[src/rtl/core/u8d_pkg.sv]
`timescale 1ns / 1ps
// shared types and constants for the utf-8 stream decoder
package u8d_pkg;

	localparam int unsigned BYTE_W = 8;
	localparam int unsigned CP_W   = 31;
	localparam int unsigned PEND_W = 3;

	// continuation payload bits per trailing byte
	localparam int unsigned SEXT_W = 6;

	// most trailing bytes a lead byte can announce (six-byte form)
	localparam logic [PEND_W-1:0] MAX_PENDING = 3'd5;

	typedef struct packed {
		logic [CP_W-1:0] code_point;
		logic            bad_lead;
	} u8d_result_t;

	// what the decode stage hands to the result register
	typedef struct packed {
		logic        emit;
		u8d_result_t res;
	} u8d_step_t;

endpackage

[src/rtl/core/u8d_if.sv]
`timescale 1ns / 1ps
// valid/ready channel interfaces for raw bytes and decoded characters
interface u8d_byte_if;
	import u8d_pkg::*;

	logic              valid;
	logic              ready;
	logic [BYTE_W-1:0] in_byte;

	modport source (output valid, output in_byte, input ready);
	modport sink (input valid, input in_byte, output ready);
endinterface

interface u8d_char_if;
	import u8d_pkg::*;

	logic            valid;
	logic            ready;
	logic [CP_W-1:0] code_point;
	logic            bad_lead;

	modport source (output valid, output code_point, output bad_lead, input ready);
	modport sink (input valid, input code_point, input bad_lead, output ready);
endinterface

[src/rtl/core/u8d_in_stage.sv]
`timescale 1ns / 1ps
// input register for one raw byte
module u8d_in_stage (
	input  logic                    clk,
	input  logic                    arst_n,
	u8d_byte_if.sink                stream,
	input  logic                    adv,
	output logic                    valid_s1,
	output logic [u8d_pkg::BYTE_W-1:0] byte_s1
);
	import u8d_pkg::*;

	logic take;

	assign stream.ready = !valid_s1 || adv;
	assign take         = stream.valid && stream.ready;

	always_ff @(posedge clk or negedge arst_n) begin
		if (!arst_n) begin
			valid_s1 <= 1'b0;
		end else if (stream.ready) begin
			valid_s1 <= stream.valid;
		end
	end

	always_ff @(posedge clk) begin
		if (take) begin
			byte_s1 <= stream.in_byte;
		end
	end
endmodule

[src/rtl/core/u8d_step.sv]
`timescale 1ns / 1ps
// lead classification, accumulator and pending count
module u8d_step (
	input  logic                       clk,
	input  logic                       arst_n,
	input  logic [u8d_pkg::BYTE_W-1:0] byte_s1,
	input  logic                       adv,
	output u8d_pkg::u8d_step_t         step
);
	import u8d_pkg::*;

	logic [PEND_W-1:0] pending_q;
	logic [CP_W-1:0]   partial_q;
	logic [PEND_W-1:0] pending_d;
	logic [CP_W-1:0]   partial_d;
	logic [CP_W-1:0]   shifted;

	// tag bits of a trailing byte are ignored
	assign shifted = {partial_q[CP_W-SEXT_W-1:0], byte_s1[SEXT_W-1:0]};

	always_comb begin
		pending_d             = pending_q;
		partial_d             = partial_q;
		step.emit             = 1'b0;
		step.res.code_point   = '0;
		step.res.bad_lead     = 1'b0;
		if (pending_q != '0) begin
			pending_d = pending_q - 3'd1;
			if (pending_q == 3'd1) begin
				partial_d           = '0;
				step.emit           = 1'b1;
				step.res.code_point = shifted;
			end else begin
				partial_d = shifted;
			end
		end else begin
			case (byte_s1) inside
				[8'h00:8'h7F]: begin
					step.emit           = 1'b1;
					step.res.code_point = {{(CP_W-BYTE_W){1'b0}}, byte_s1};
				end
				[8'hC0:8'hDF]: begin
					pending_d = 3'd1;
					partial_d = {{(CP_W-5){1'b0}}, byte_s1[4:0]};
				end
				[8'hE0:8'hEF]: begin
					pending_d = 3'd2;
					partial_d = {{(CP_W-4){1'b0}}, byte_s1[3:0]};
				end
				[8'hF0:8'hF7]: begin
					pending_d = 3'd3;
					partial_d = {{(CP_W-3){1'b0}}, byte_s1[2:0]};
				end
				[8'hF8:8'hFB]: begin
					pending_d = 3'd4;
					partial_d = {{(CP_W-2){1'b0}}, byte_s1[1:0]};
				end
				[8'hFC:8'hFD]: begin
					pending_d = MAX_PENDING;
					partial_d = {{(CP_W-1){1'b0}}, byte_s1[0]};
				end
				default: begin
					// stray continuation, fe or ff
					partial_d         = '0;
					step.emit         = 1'b1;
					step.res.bad_lead = 1'b1;
				end
			endcase
		end
	end

	always_ff @(posedge clk or negedge arst_n) begin
		if (!arst_n) begin
			pending_q <= '0;
			partial_q <= '0;
		end else if (adv) begin
			pending_q <= pending_d;
			partial_q <= partial_d;
		end
	end

	a_pending_range: assert property (@(posedge clk) disable iff (!arst_n)
		pending_q <= MAX_PENDING)
		else $error("pending count out of range");

	a_idle_clear: assert property (@(posedge clk) disable iff (!arst_n)
		(pending_q == '0) |-> (partial_q == '0))
		else $error("accumulator not cleared while idle");

	a_count_down: assert property (@(posedge clk) disable iff (!arst_n)
		(adv && pending_q != '0) |=> (pending_q == $past(pending_q) - 3'd1))
		else $error("pending count did not step down");
endmodule

[src/rtl/core/u8d_out_stage.sv]
`timescale 1ns / 1ps
// result register feeding the character channel
module u8d_out_stage (
	input  logic               clk,
	input  logic               arst_n,
	input  logic               load,
	input  u8d_pkg::u8d_result_t res,
	output logic               free,
	u8d_char_if.source         chars
);
	import u8d_pkg::*;

	logic        valid_q;
	u8d_result_t res_q;

	assign free             = !valid_q || chars.ready;
	assign chars.valid      = valid_q;
	assign chars.code_point = res_q.code_point;
	assign chars.bad_lead   = res_q.bad_lead;

	always_ff @(posedge clk or negedge arst_n) begin
		if (!arst_n) begin
			valid_q <= 1'b0;
		end else if (load) begin
			valid_q <= 1'b1;
		end else if (chars.ready) begin
			valid_q <= 1'b0;
		end
	end

	always_ff @(posedge clk) begin
		if (load) begin
			res_q <= res;
		end
	end
endmodule

[src/rtl/core/utf8_stream_decoder_31bit.sv]
`timescale 1ns / 1ps
// top level of the six-byte utf-8 stream decoder
// Decodes a byte stream in the original six-byte UTF-8 form into 31-bit code
// points. Bytes are taken on the stream channel; a lead byte sets how many
// trailing bytes follow (none for 00-7f, one to five for c0-fd) and seeds the
// accumulator, each trailing byte shifts in its low six bits without checking
// its tag, and the finished code point appears on the chars channel. Overlong
// forms pass through as decoded. A lead byte of 80-bf, fe or ff gives one
// result with bad_lead set and code_point zero, and the decoder stays idle.
// A request goes from the stream port into an input register, through one
// level of decode logic into the result register, at a sustained rate of
// one byte per cycle, set by the single accumulator update per byte, while
// no finished result is held up. Bytes that only feed the accumulator move
// on even while a finished result still waits in the result register.
module utf8_stream_decoder_31bit (
	input  logic       clk,
	input  logic       arst_n,
	u8d_byte_if.sink   stream,
	u8d_char_if.source chars
);
	import u8d_pkg::*;

	logic              valid_s1;
	logic [BYTE_W-1:0] byte_s1;
	logic              adv;
	logic              out_free;
	u8d_step_t         step;

	// a byte leaves the input register when its result, if any, has a slot
	assign adv = valid_s1 && (!step.emit || out_free);

	u8d_in_stage u_in (
		.clk      (clk),
		.arst_n   (arst_n),
		.stream   (stream),
		.adv      (adv),
		.valid_s1 (valid_s1),
		.byte_s1  (byte_s1)
	);

	// decode and accumulate; state moves only when the byte is consumed
	u8d_step u_step (
		.clk     (clk),
		.arst_n  (arst_n),
		.byte_s1 (byte_s1),
		.adv     (adv),
		.step    (step)
	);

	u8d_out_stage u_out (
		.clk    (clk),
		.arst_n (arst_n),
		.load   (adv && step.emit),
		.res    (step.res),
		.free   (out_free),
		.chars  (chars)
	);
endmodule
[src/flat_wrapper.sv]
// flat-port wrapper written by rule: the top's interface ports become plain ports
module utf8_stream_decoder_31bit_flat import u8d_pkg::*;
  (clk, arst_n, stream_valid, stream_in_byte, stream_ready, chars_valid, chars_code_point, chars_bad_lead, chars_ready);
  u8d_byte_if stream_i ();
  u8d_char_if chars_i ();
  input  logic clk;
  input  logic arst_n;
  input wire logic [$bits(stream_i.valid)-1:0] stream_valid;
  input wire logic [$bits(stream_i.in_byte)-1:0] stream_in_byte;
  output wire logic [$bits(stream_i.ready)-1:0] stream_ready;
  output wire logic [$bits(chars_i.valid)-1:0] chars_valid;
  output wire logic [$bits(chars_i.code_point)-1:0] chars_code_point;
  output wire logic [$bits(chars_i.bad_lead)-1:0] chars_bad_lead;
  input wire logic [$bits(chars_i.ready)-1:0] chars_ready;
  assign stream_i.valid = stream_valid;
  assign stream_i.in_byte = stream_in_byte;
  assign stream_ready = stream_i.ready;
  assign chars_valid = chars_i.valid;
  assign chars_code_point = chars_i.code_point;
  assign chars_bad_lead = chars_i.bad_lead;
  assign chars_i.ready = chars_ready;
  utf8_stream_decoder_31bit u_core (.clk(clk), .arst_n(arst_n), .stream(stream_i), .chars(chars_i));
endmodule
[config.mk]
export PLATFORM = sky130hd
export DESIGN_NAME = utf8_stream_decoder_31bit_flat
export DESIGN_NICKNAME = d
export VERILOG_FILES = /design/src/rtl/core/u8d_pkg.sv /design/src/rtl/core/u8d_if.sv /design/src/rtl/core/u8d_in_stage.sv /design/src/rtl/core/u8d_step.sv /design/src/rtl/core/u8d_out_stage.sv /design/src/rtl/core/utf8_stream_decoder_31bit.sv /design/src/flat_wrapper.sv
export SDC_FILE = /design/constraint.sdc
export NUM_CORES = 1
export LEC_CHECK = 0
export BUFFER_PORTS_ARGS = -buffer_cell sky130_fd_sc_hd__clkbuf_2
export CAP_MARGIN = 25
export CORE_UTILIZATION = 50
export CTS_CLUSTER_SIZE = 25
export DETAILED_ROUTE_END_ITERATION = 7
export GPL_TIMING_DRIVEN = 0
export PLACE_DENSITY_LB_ADDON = 0.12
export SLEW_MARGIN = 20
export SYNTH_ARGS = -nofsm -noshare
export SYNTH_HDL_FRONTEND = slang
export SYNTH_SLANG_ARGS = --single-unit
[constraint.sdc]
create_clock -name clk -period 3.8 [get_ports clk]
set_input_delay 0.76 -clock clk [delete_from_list [all_inputs] [get_ports clk]]
set_output_delay 0.76 -clock clk [all_outputs]
set_load 0.005 [all_outputs]
==> summary.txt, run 1 <==
Outcome
  – Run status: finished, final reports clean

Yosys
  – Syn_area_per_cell: approximately 12 um^2
  – Synthesized cell area: 2985 um^2
  – Synth Warn #: 0
  – Area fraction of the dominant cell type after synthesis: 40.23%
  – Library cells used by synthesis: 35
  – Leading area contributor after synthesis: edfxtp_1
  – Flops & latches, synth: 70
  – Register area share after synthesis: 65.38%
  – Gate Count Post-Synth: 249
  – Largest cells by area after synthesis: edfxtp_1 40%, dfrtp_1 25%, a22oi_1 5.0%
  – Post-Syn Nets: about 260

Floorplanning
  – Die Span X: 79.27 um
  – Die Height: about 79 um
  – Full die area: 6284 um^2
  – Starting density of the core: 52.92%
  – I/O pin cnt: 46
  – # rows: 27
  – Core Area: between 5000 and 6000 um^2

Drt
  – Vias per std cell: 5.556
  – Post-Route WL: 5963 um
  – Met2 wire length: roughly 2600 um
  – Wire per inst: approximately 16 um
  – Via count: 2,128
  – Detailed-routed wire length on met3: 290 um
  – DR top layer: met4
  – Post-route ant nets: 0
  – 1st-pass router iterations: 4
  – Drt initial violations: between 150 and 200
  – Metal-1 WL: 2932 um
  – # DRC: 0

Clock tree
  – CTS tree: yes
  – H-tree depth: 3
  – Resized Gates After CTS: 0
  – Clock Tree Root: clkbuf_8
  – CTS hold repair buffers: 0
  – Worst-path clk slew: about 80 ps
  – Clock buffer count from CTS: 9
  – Clk buf depth: 2
  – Clock sink count: 70
  – Postcts setup bufs: 0
  – Latest clock arrival within the worst-skew pair: 340 ps

Place
  – Placed Instances: 367
  – Dpl hpwl: ~4000 um
  – Routability cong.: 0.8126
  – PortBufs: 45
  – Dpl cell area: 3336 um^2

STA
  – Fin crit share: 75.09%
  – Fin Setup TNS: 0 ps
  – RSZ-0062 raised after global routing: no
  – Final setup vio count: 0
  – Max Transition Viols Final: 0
  – Slew Limit Headroom: 47.97%
  – Tmin final: between 2000 and 3000 ps
  – Fmax: 350.5 MHz
  – Hold_ws: 482.8 ps
  – Hold Vio Cnt, Final: 0
  – Final worst clock skew: 7.711 ps
  – Least-Margin Pin Slew: about 800 ps

Worst setup path
  – Highest-delay cell along the critical path: dfrtp_1
  – Endpoint class of the critical path: output pin
  – Max FO, Critical Path: 7
  – Cell Chain, Critical Path: inv_1 -> ha_1 -> nand2b_1 -> a21oi_2 -> o211ai_1 -> clkbuf_2
  – Max incr delay on CP: roughly 390 ps
  – Setup CP Type: flop to output pin
  – Worst EP required: 3040 ps
  – Arr. time, crit path: about 2100 ps
  – CP Launch Type: flop

Global route
  – Overall Global Routing Usage: between 20% and 30%
  – Largest net degree at the start of global routing: 31
  – First-pass GRT wire length: 9901 um
  – Vias in the first global route: 1,929
  – Grt total ovfl: 0
  – Initial antenna violation count: 0

Finish
  – # diodes: 0
  – Fillers: 454
  – Most common cell after layout, fill and taps aside: clkbuf_2
  – Most frequent cells in the layout: 45 x clkbuf_2, 40 x edfxtp_1, 30 x dfrtp_1, 24 x inv_1, 24 x o21ai_0
  – Cell area after layout: 3491 um^2
  – Area delta synth->final: 16.93%
  – Final nets: 321
  – Share of layout cells above drive strength 1: 20.90%
  – Fin cells: roughly 380

Min path
  – Worst min path class: primary input to async pin

Pwr
  – VDD IR max: 0.3984 mV
  – Leakage: 1.406 nW
  – Final Power: 2.590 mW
  – Cell Pwr Density: 742.0 nW/um^2

Flow run
  – Max Cap Violations: 0
path summary, 6_finish.rpt:
path	slack [ps]	cells past startpoint	start	endpoint
setup / recovery	950	6	u_core.u_step.pending_q[0]	stream_ready
setup reg to reg	1160	8	u_core.u_step.pending_q[0]	u_core.u_out.chars.code_point[14]
max in group asynchronous	2820	1	arst_n	u_core.u_step.partial_q[3]
hold / removal	480	1	arst_n	u_core.u_step.partial_q[19]
min in group clk	510	2	u_core.u_step.partial_q[20]	u_core.u_step.partial_q[20]
hold reg to reg	510	2	u_core.u_step.partial_q[20]	u_core.u_step.partial_q[20]
critical path: cells and delay by family (launching register included):
| kind | cells | cell delay, ps |
|---|---|---|
| compound gates | 2 | 580 |
| flops | 1 | 390 |
| fa+ha+maj | 1 | 280 |
| simple gates | 1 | 260 |
| buf+inv | 2 | 240 |
metrics by stage:
stage | util, % | worst slack, ps
CTS | 61.88 | 973.1
detailed placement | 59.13 | 1187
global placement | 58.51 | -141.4
finish | 61.88 | 946.7
global route | 61.88 | 822.0
floorplan | - | 631.9
flip-flops by register name, indices dropped and copies added (netlist names):
name                           flops
u_core.u_in.byte_s1                8
u_core.u_in.valid_s1               1
u_core.u_out.chars.valid           1
u_core.u_out.chars.bad_lead        1
u_core.u_step.partial_q           25
u_core.u_out.chars.code_point     31
u_core.u_step.pending_q            3
kinds of logic after synthesis:
group,count (synthesis),share of synthesized area [%]
adders and majority gates,3,1.257
and+or+nand+nor,65,11.74
muxes,2,0.6706
AOI/OAI and AO/OA,69,15.55
buffers and inverters,40,5.406
DFF,70,65.38
synth_stat cells (all sizes together):
library cell	n
o21a	1
o21ai	27
a21oi	5
nand2	9
o211ai	6
a21o	1
inv	24
and3	1
mux2i	2
nor3	20
a2111oi	1
buf	4
a211o	1
nand3	6
a32o	2
a22o	1
nand2b	6
ha	3
nor2b	3
clkbuf	12
o2111ai	2
nand4b	1
a22oi	20
o22a	1
dfrtp	30
nand4	3
a211oi	1
edfxtp	40
and4b	1
nor2	3
and2	12
where the power goes:
part / switching, mW / internal [mW]
clock network: 0.268 / 0.238
logic: 0.543 / 0.325
registers: 0.133 / 1.08
per-layer routing:
layer  vias to the layer above  track usage, %
met5                         -               0
met4                         0           9.818
met3                        12           3.678
met2                        69           28.97
met1                      1024           32.52
li1                       1023               -
layout make-up:
| class | count | area [um^2] | share of cell area, % |
|---|---|---|---|
| Buffer | 16 | 71.32 | 2.043 |
| Tap cell | 72 | 90.09 | 2.581 |
| Clock buffer | 14 | 142.6 | 4.086 |
| Multi-Input combinational cell | 139 | 879.6 | 25.20 |
| Clock inverter | 2 | 12.51 | 0.3584 |
| Inverter | 24 | 90.09 | 2.581 |
| Sequential cell | 70 | 1952 | 55.91 |
| Timing Repair Buffer | 46 | 252.7 | 7.240 |
Power figures use the tool's default switching activity.
==> run 2: changes to the inputs <==
Clock period 3.8 ns to 2.8 ns, I/O delays scaled along.
==> run 2 against run 1 <==
Against the previous run: flip-flop and latch count is the same; sequential power rose by 35%; largest power group unchanged; via count grew 0.42%; critical path type unchanged; largest cell class unchanged; first-iteration DRC count rose by 28%; utilization up 0.69 points; register-to-register slack lost 790 ps.
==> summary.txt, run 2 (synthesized netlist as in run 1, its figures left out) <==
Global route
  – Grt total ovfl: 0 (unchanged)
  – Overall Global Routing Usage: 22.26% (+1.1 points)
  – Largest net degree at the start of global routing: 31 (unchanged)
  – Vias in the first global route: 1,980 (+2.6%)
  – Initial antenna violation count: 0 (unchanged)
  – First-pass GRT wire length: 10,250 um (+3.6%)

Worst setup path
  – Register-to-Register Path Depth: 8 (unchanged)
  – RR Startpoint: u_core.u_step.pending_q[0]
  – Buf/Inv on CP: 2 (unchanged)
  – Setup CP Type: flop to output pin
  – Flop-to-flop setup slack: 370 ps (-790 ps)
  – Highest-delay cell along the critical path: dfrtp_1
  – Levels on crit path: 6 (unchanged)
  – Arr. time, crit path: 2000 ps (-90 ps)
  – Cell Chain, Critical Path: inv_1 -> ha_1 -> nand2b_1 -> a21oi_4 -> o211ai_1 -> clkbuf_2
  – CP Launch Type: flop
  – CP delay by family, top: compound AO/OA/AOI/OAI gates
  – Max incr delay on CP: 380 ps (about the same)
  – Worst Setup SP: u_core.u_step.pending_q[0]
  – Endpoint class of the critical path: output pin
  – Max FO, Critical Path: 7 (unchanged)
  – Worst EP required: 2240 ps (-800 ps)

Drt
  – Vias per std cell: 5.580 (+0.42%)
  – Post-route ant nets: 0 (unchanged)
  – 1st-pass router iterations: 4 (unchanged)
  – # DRC: 0 (unchanged)
  – Post-Route WL: 6167 um (+3.4%)
  – Drt initial violations: 214 (+28%)
  – Wire per inst: 16.10 um (+3.4%)
  – Via count: 2,137 (+0.42%)

Min path
  – Worst min path class: primary input to async pin

Outcome
  – Run status: finished, final reports clean

Finish
  – Share of layout cells above drive strength 1: 21.54% (+0.64 points)
  – Most frequent cells in the layout: 45 x clkbuf_2, 40 x edfxtp_1, 30 x dfrtp_1, 24 x inv_1, 24 x o21ai_0
  – Most common cell after layout, fill and taps aside: clkbuf_2
  – Area delta synth->final: 18.23%
  – # diodes: 0 (unchanged)
  – Final nets: 322 (+0.31%)
  – Final Util: 62.56% (+0.69 points)
  – Fin cells: 383 (unchanged)
  – Max FFs per register: 31 (unchanged)

Floorplanning
  – Starting density of the core: 52.92% (unchanged)
  – Die Height: 79.27 um (unchanged)
  – # rows: 27 (unchanged)
  – I/O pin cnt: 46 (unchanged)
  – Full die area: 6284 um^2 (unchanged)
  – Die Span X: 79.27 um (unchanged)
  – Core Area: 5642 um^2 (unchanged)

STA
  – Fin crit share: 91.41%
  – Fmax: 390.7 MHz
  – Max Transition Viols Final: 0 (unchanged)
  – Slew Limit Headroom: 48.68% (+0.70 points)
  – Final setup vio count: 0 (unchanged)
  – Tmin final: around 2600 ps
  – Hold Vio Cnt, Final: 0 (unchanged)
  – RSZ-0062 raised after global routing: no
  – Worst setup margin: 240.4 ps (-706.3 ps)
  – Least-Margin Pin Slew: 769.8 ps (-10.56 ps)
  – Final worst clock skew: 13.12 ps (+5.406 ps)
  – Hold_ws: 269.7 ps (-213.1 ps)

Pwr
  – NetSw: 1.293 mW (+37%)
  – Leakage: 1.428 nW (+1.6%)
  – Power share of the clock group: 20.7% (+1.2 points)
  – VDD IR max: 0.5457 mV (+37%)
  – Final Power: 3.614 mW (+40%)
  – Combinational Power Share: 33.7% (+0.2 points)
  – Sequential power share: 45.7% (-1.2 points)
  – Sw Ratio: 35.78% (-0.66 points)
  – Cell Pwr Density: 1024 nW/um^2 (+38%)
  – Internal Power: 2.321 mW (+41%)

Place
  – Routability cong.: 0.7988 (-1.7%)
  – Dpl hpwl: 4029 um (-0.31%)
  – PortBufs: 45 (unchanged)
  – Setup WS pre-CTS: 256.0 ps (-931.0 ps)
  – Placed Instances: 367 (unchanged)

Flow run
  – Max Cap Violations: 0 (unchanged)

Clock tree
  – CTS tree: yes
  – H-tree depth: 3 (unchanged)
  – Clock Tree Root: clkbuf_8
  – Worst-path clk slew: 80 ps (about the same)
  – Clock buffer count from CTS: 9 (unchanged)
  – Latest clock arrival within the worst-skew pair: 350 ps (about the same)
  – CTS hold repair buffers: 0 (unchanged)
  – Clk buf depth: 2 (unchanged)
  – Clock sink count: 70 (unchanged)
[run 2: cell count changes in the layout (fill, tap and decap cells not counted), sizes merged]
cell / before / now
clkinvlp: 1 / 0
buf: 5 / 6
[run 2: worst register-to-register path, stage by stage, from the launching register on]
cell and delay, ps:
dfrtp_1 400, inv_1 90, ha_1 290, nor2b_1 280
a22o_1 280, buf_6 170, o21ai_0 170, nor2_4 230
buf_4 230
[run 2: what timing repair did]
item,4_1_cts,5_1_grt
endpoints found under the setup margin,0,24
buffers inserted,0,1
endpoints found under the hold margin,0,0
resized for setup,0,1
[run 2: per-layer routing]
layer,track usage (%),vias to the layer above,share of wire (%)
met3,4.368,12,5.6
met2,30.78,83,44
li1,-,1022,-
met4,12.91,0,1.8
met5,0,-,0
met1,32.49,1020,48
[run 2: layout make-up]
| class | count | area (um^2) |
|---|---|---|
| sequential | 70 | 1952 |
| clock inverter | 1 | 5.005 |
| timing repair buffer | 47 | 260.3 |
| inverter | 24 | 90.09 |
| clock buffer | 14 | 173.9 |
| buffer | 16 | 71.32 |
| multi-input combinational | 139 | 887.1 |
| fill | 452 | 2112 |
| tap | 72 | 90.09 |
[run 2: worst paths after layout]
kind,end
min in group clk,u_core.u_in.byte_s1[2]
min reg2reg,u_core.u_step.partial_q[20]
max in group asynchronous,u_core.u_step.partial_q[3]
max,stream_ready
max reg2reg,u_core.u_out.chars.bad_lead
min,u_core.u_step.partial_q[19]
[run 2: stage by stage]
step | instance area (um^2) | TNS [ps]
3_5_place_dp | 3336 | 0
2_1_floorplan | 2988 | 0
5_1_grt | 3530 | 0
3_3_place_gp | 3303 | -12570
4_1_cts | 3515 | 0
6_report | 3530 | 0
[run 2: power by group through the flow]
stage,Clock [mW],Combinational (mW),Sequential [mW]
after global placement,0,1.11,1.66
after CTS,0.755,1.19,1.65
after detailed placement,0,1.18,1.67
after floorplan,0,0.756,1.64
final,0.747,1.22,1.65
after global routing,0.797,1.37,1.68
==> run 3: changes to the inputs <==
Settings changed: CORE_MARGIN from default to 5.
==> run 3 against run 2 <==
Against the previous run: final cell count rose by 0.78%; count of clock-buffer cells in the layout is 3 lower; setup slack worse by 53 ps; global-route usage fell by 3.8 points; critical path type is now flop to flop.
==> summary.txt, run 3 (synthesized netlist as in run 1, its figures left out) <==
Pwr
  – NetSw: 1.294 mW (about the same)
  – Power share of the clock group: 20.0% (-0.7 points)
  – VDD IR max: 0.5420 mV (-0.67%)
  – Internal Power: 2.253 mW (-2.9%)
  – Combinational Power Share: 33.5% (-0.2 points)
  – Sequential power share: 46.4% (+0.7 points)
  – Sw Ratio: 36.48% (+0.69 points)
  – Cell Pwr Density: 1009 nW/um^2 (-1.4%)
  – Leakage: 1.416 nW (-0.82%)

Outcome
  – Run status: finished, final reports clean

Clock tree
  – Clock sink count: 70 (unchanged)
  – Clk buf depth: 2 (unchanged)
  – CTS hold repair buffers: 0 (unchanged)
  – Clock Tree Root: clkbuf_8
  – CTS tree: yes
  – Worst-path clk slew: 70 ps (about the same)
  – H-tree depth: 3 (unchanged)
  – Latest clock arrival within the worst-skew pair: 350 ps (about the same)
  – Clock buffer count from CTS: 9 (unchanged)

STA
  – Tmin final: 2613 ps (+53.26 ps)
  – Max Transition Viols Final: 0 (unchanged)
  – Fmax: 382.7 MHz (-2.0%)
  – Hold Vio Cnt, Final: 0 (unchanged)
  – Fin Setup TNS: 0 ps (unchanged)
  – Fin crit share: 93.32% (+1.9 points)
  – Slew Limit Headroom: 48.62% (-0.056 points)
  – Hold_ws: 276.5 ps (+6.781 ps)
  – Final worst clock skew: 8.443 ps (-4.674 ps)
  – RSZ-0062 raised after global routing: no
  – Least-Margin Pin Slew: 770.7 ps (+0.8333 ps)
  – Final setup vio count: 0 (unchanged)

Floorplanning
  – Die Height: 87.27 um (+10%)
  – Die Span X: 87.27 um (+10%)
  – Core Area: 5851 um^2 (+3.7%)
  – Starting density of the core: 51.03% (-1.9 points)
  – Full die area: 7616 um^2 (+21%)
  – I/O pin cnt: 46 (unchanged)
  – # rows: 28 (+3.7%)

Finish
  – Fillers: 497 (+10%)
  – Final nets: 321 (-0.31%)
  – Area delta synth->final: 17.69%
  – Max FFs per register: 31 (unchanged)
  – Most frequent cells in the layout: 45 x clkbuf_2, 40 x edfxtp_1, 30 x dfrtp_1, 24 x inv_1, 24 x o21ai_0
  – Final Util: 60.05% (-2.5 points)
  – # diodes: 0 (unchanged)
  – Most common cell after layout, fill and taps aside: clkbuf_2
  – Share of layout cells above drive strength 1: 21.54% (unchanged)

Drt
  – # DRC: 0 (unchanged)
  – 1st-pass router iterations: 5 (+1)
  – Vias per std cell: 5.513 (-1.2%)
  – Via count: 2,128 (-0.42%)
  – Wire per inst: 16.08 um (-0.12%)
  – Post-route ant nets: 0 (unchanged)
  – Drt initial violations: 155 (-28%)
  – Post-Route WL: 6208 um (+0.66%)

Worst setup path
  – Flop-to-flop setup slack: 190 ps (-180 ps)
  – CP Launch Type: flop
  – RR Startpoint: u_core.u_step.pending_q[0]
  – Arr. time, crit path: 2660 ps (+660 ps)
  – Cell Chain, Critical Path: inv_1 -> ha_1 -> nor2b_1 -> a22o_1 -> buf_6 -> o21ai_0 -> nor2_4 -> buf_16
  – R2r endpoint: u_core.u_out.chars.code_point[16]
  – Max FO, Critical Path: 23 (+16)
  – Highest-delay cell along the critical path: dfrtp_1
  – Register-to-Register Path Depth: 8 (unchanged)
  – Max incr delay on CP: 410 ps (+30 ps)
  – Worst EP required: 2850 ps (+610 ps)
  – Setup CP Type: flop to flop
  – Endpoint class of the critical path: flop

Global route
  – Met2 usage: 26.30% (-4.5 points)
  – Vias in the first global route: 2,124 (+7.3%)
  – GR peak layer: met1
  – Grt total ovfl: 0 (unchanged)
  – Overall Global Routing Usage: 18.45% (-3.8 points)
  – Initial antenna violation count: 0 (unchanged)
  – Met3 Use GR: 3.500% (-0.87 points)
  – Met1 Use GR: 27.00% (-5.5 points)
  – Largest net degree at the start of global routing: 31 (unchanged)
  – First-pass GRT wire length: 10,630 um (+3.6%)

Place
  – PortBufs: 45 (unchanged)
  – Routability cong.: 0.8324 (+4.2%)
  – Dpl hpwl: 4145 um (+2.9%)

Flow run
  – Max Cap Violations: 0 (unchanged)

Min path
  – Worst min path class: primary input to async pin
==> run 3: through the flow <==
stage | instance area, um^2 | worst slack, ps | std cells | power, mW
2_1_floorplan | 2988 | 147.0 | 249 | 2.398
3_3_place_gp | 3307 | -398.8 | 369 | 2.774
3_5_place_dp | 3339 | 228.7 | 370 | 2.848
4_1_cts | 3506 | 138.1 | 386 | 3.560
5_1_grt | 3513 | 17.24 | 386 | 3.808
6_report | 3513 | 187.2 | 386 | 3.547
==> run 3: repair_timing <==
item,4_1_cts,5_1_grt
buffers inserted,0,0
setup endpoints to repair,0,1
gates resized for setup,0,1
endpoints found under the hold margin,0,0
==> run 3: cell type report <==
class	instances	area (um^2)	area share (%)
plain buffers	16	71.32	2.030
clock buffers	11	141.4	4.024
clock inverters	5	25.02	0.7123
inverters	24	90.09	2.564
multi-input cells	139	887.1	25.25
flip-flops and latches	70	1952	55.56
well taps	75	93.84	2.671
repair buffers	46	252.7	7.194
==> run 3: power by group through the flow <==
| stage | registers (mW) | clock network, mW | logic, mW |
|---|---|---|---|
| CTS | 1.65 | 0.721 | 1.19 |
| finish | 1.65 | 0.710 | 1.19 |
| global placement | 1.66 | 0 | 1.11 |
| detailed placement | 1.67 | 0 | 1.18 |
| floorplan | 1.64 | 0 | 0.756 |
| global route | 1.68 | 0.767 | 1.36 |
==> run 3: metal layers <==
metal | part of all wire, % | wire (um)
met1 | 47 | 2919
met2 | 44 | 2735
met3 | 6.7 | 413
met4 | 2.3 | 140
met5 | 0 | 0
==> run 3: critical path, delay by kind of cell, from the launching register on <==
kind,cells,cell delay [ps]
buf+inv,3,490
fa+ha+maj,1,280
compound gates,2,440
simple gates,2,690
flops,1,410
==> run 3: worst max-delay path by stage <==
stage                                     startpoint                                 to  slack (ps)  cells after the start
after floorplan           u_core.u_step.pending_q[0]        u_core.u_out.chars.bad_lead         150                      7
after global placement    u_core.u_step.pending_q[0]  u_core.u_out.chars.code_point[10]        -400                      7
after detailed placement  u_core.u_step.pending_q[0]  u_core.u_out.chars.code_point[29]         230                      8
after CTS                 u_core.u_step.pending_q[0]                       stream_ready         140                      6
after global routing      u_core.u_step.pending_q[0]  u_core.u_out.chars.code_point[24]          20                      8
final                     u_core.u_step.pending_q[0]  u_core.u_out.chars.code_point[16]         190                      8
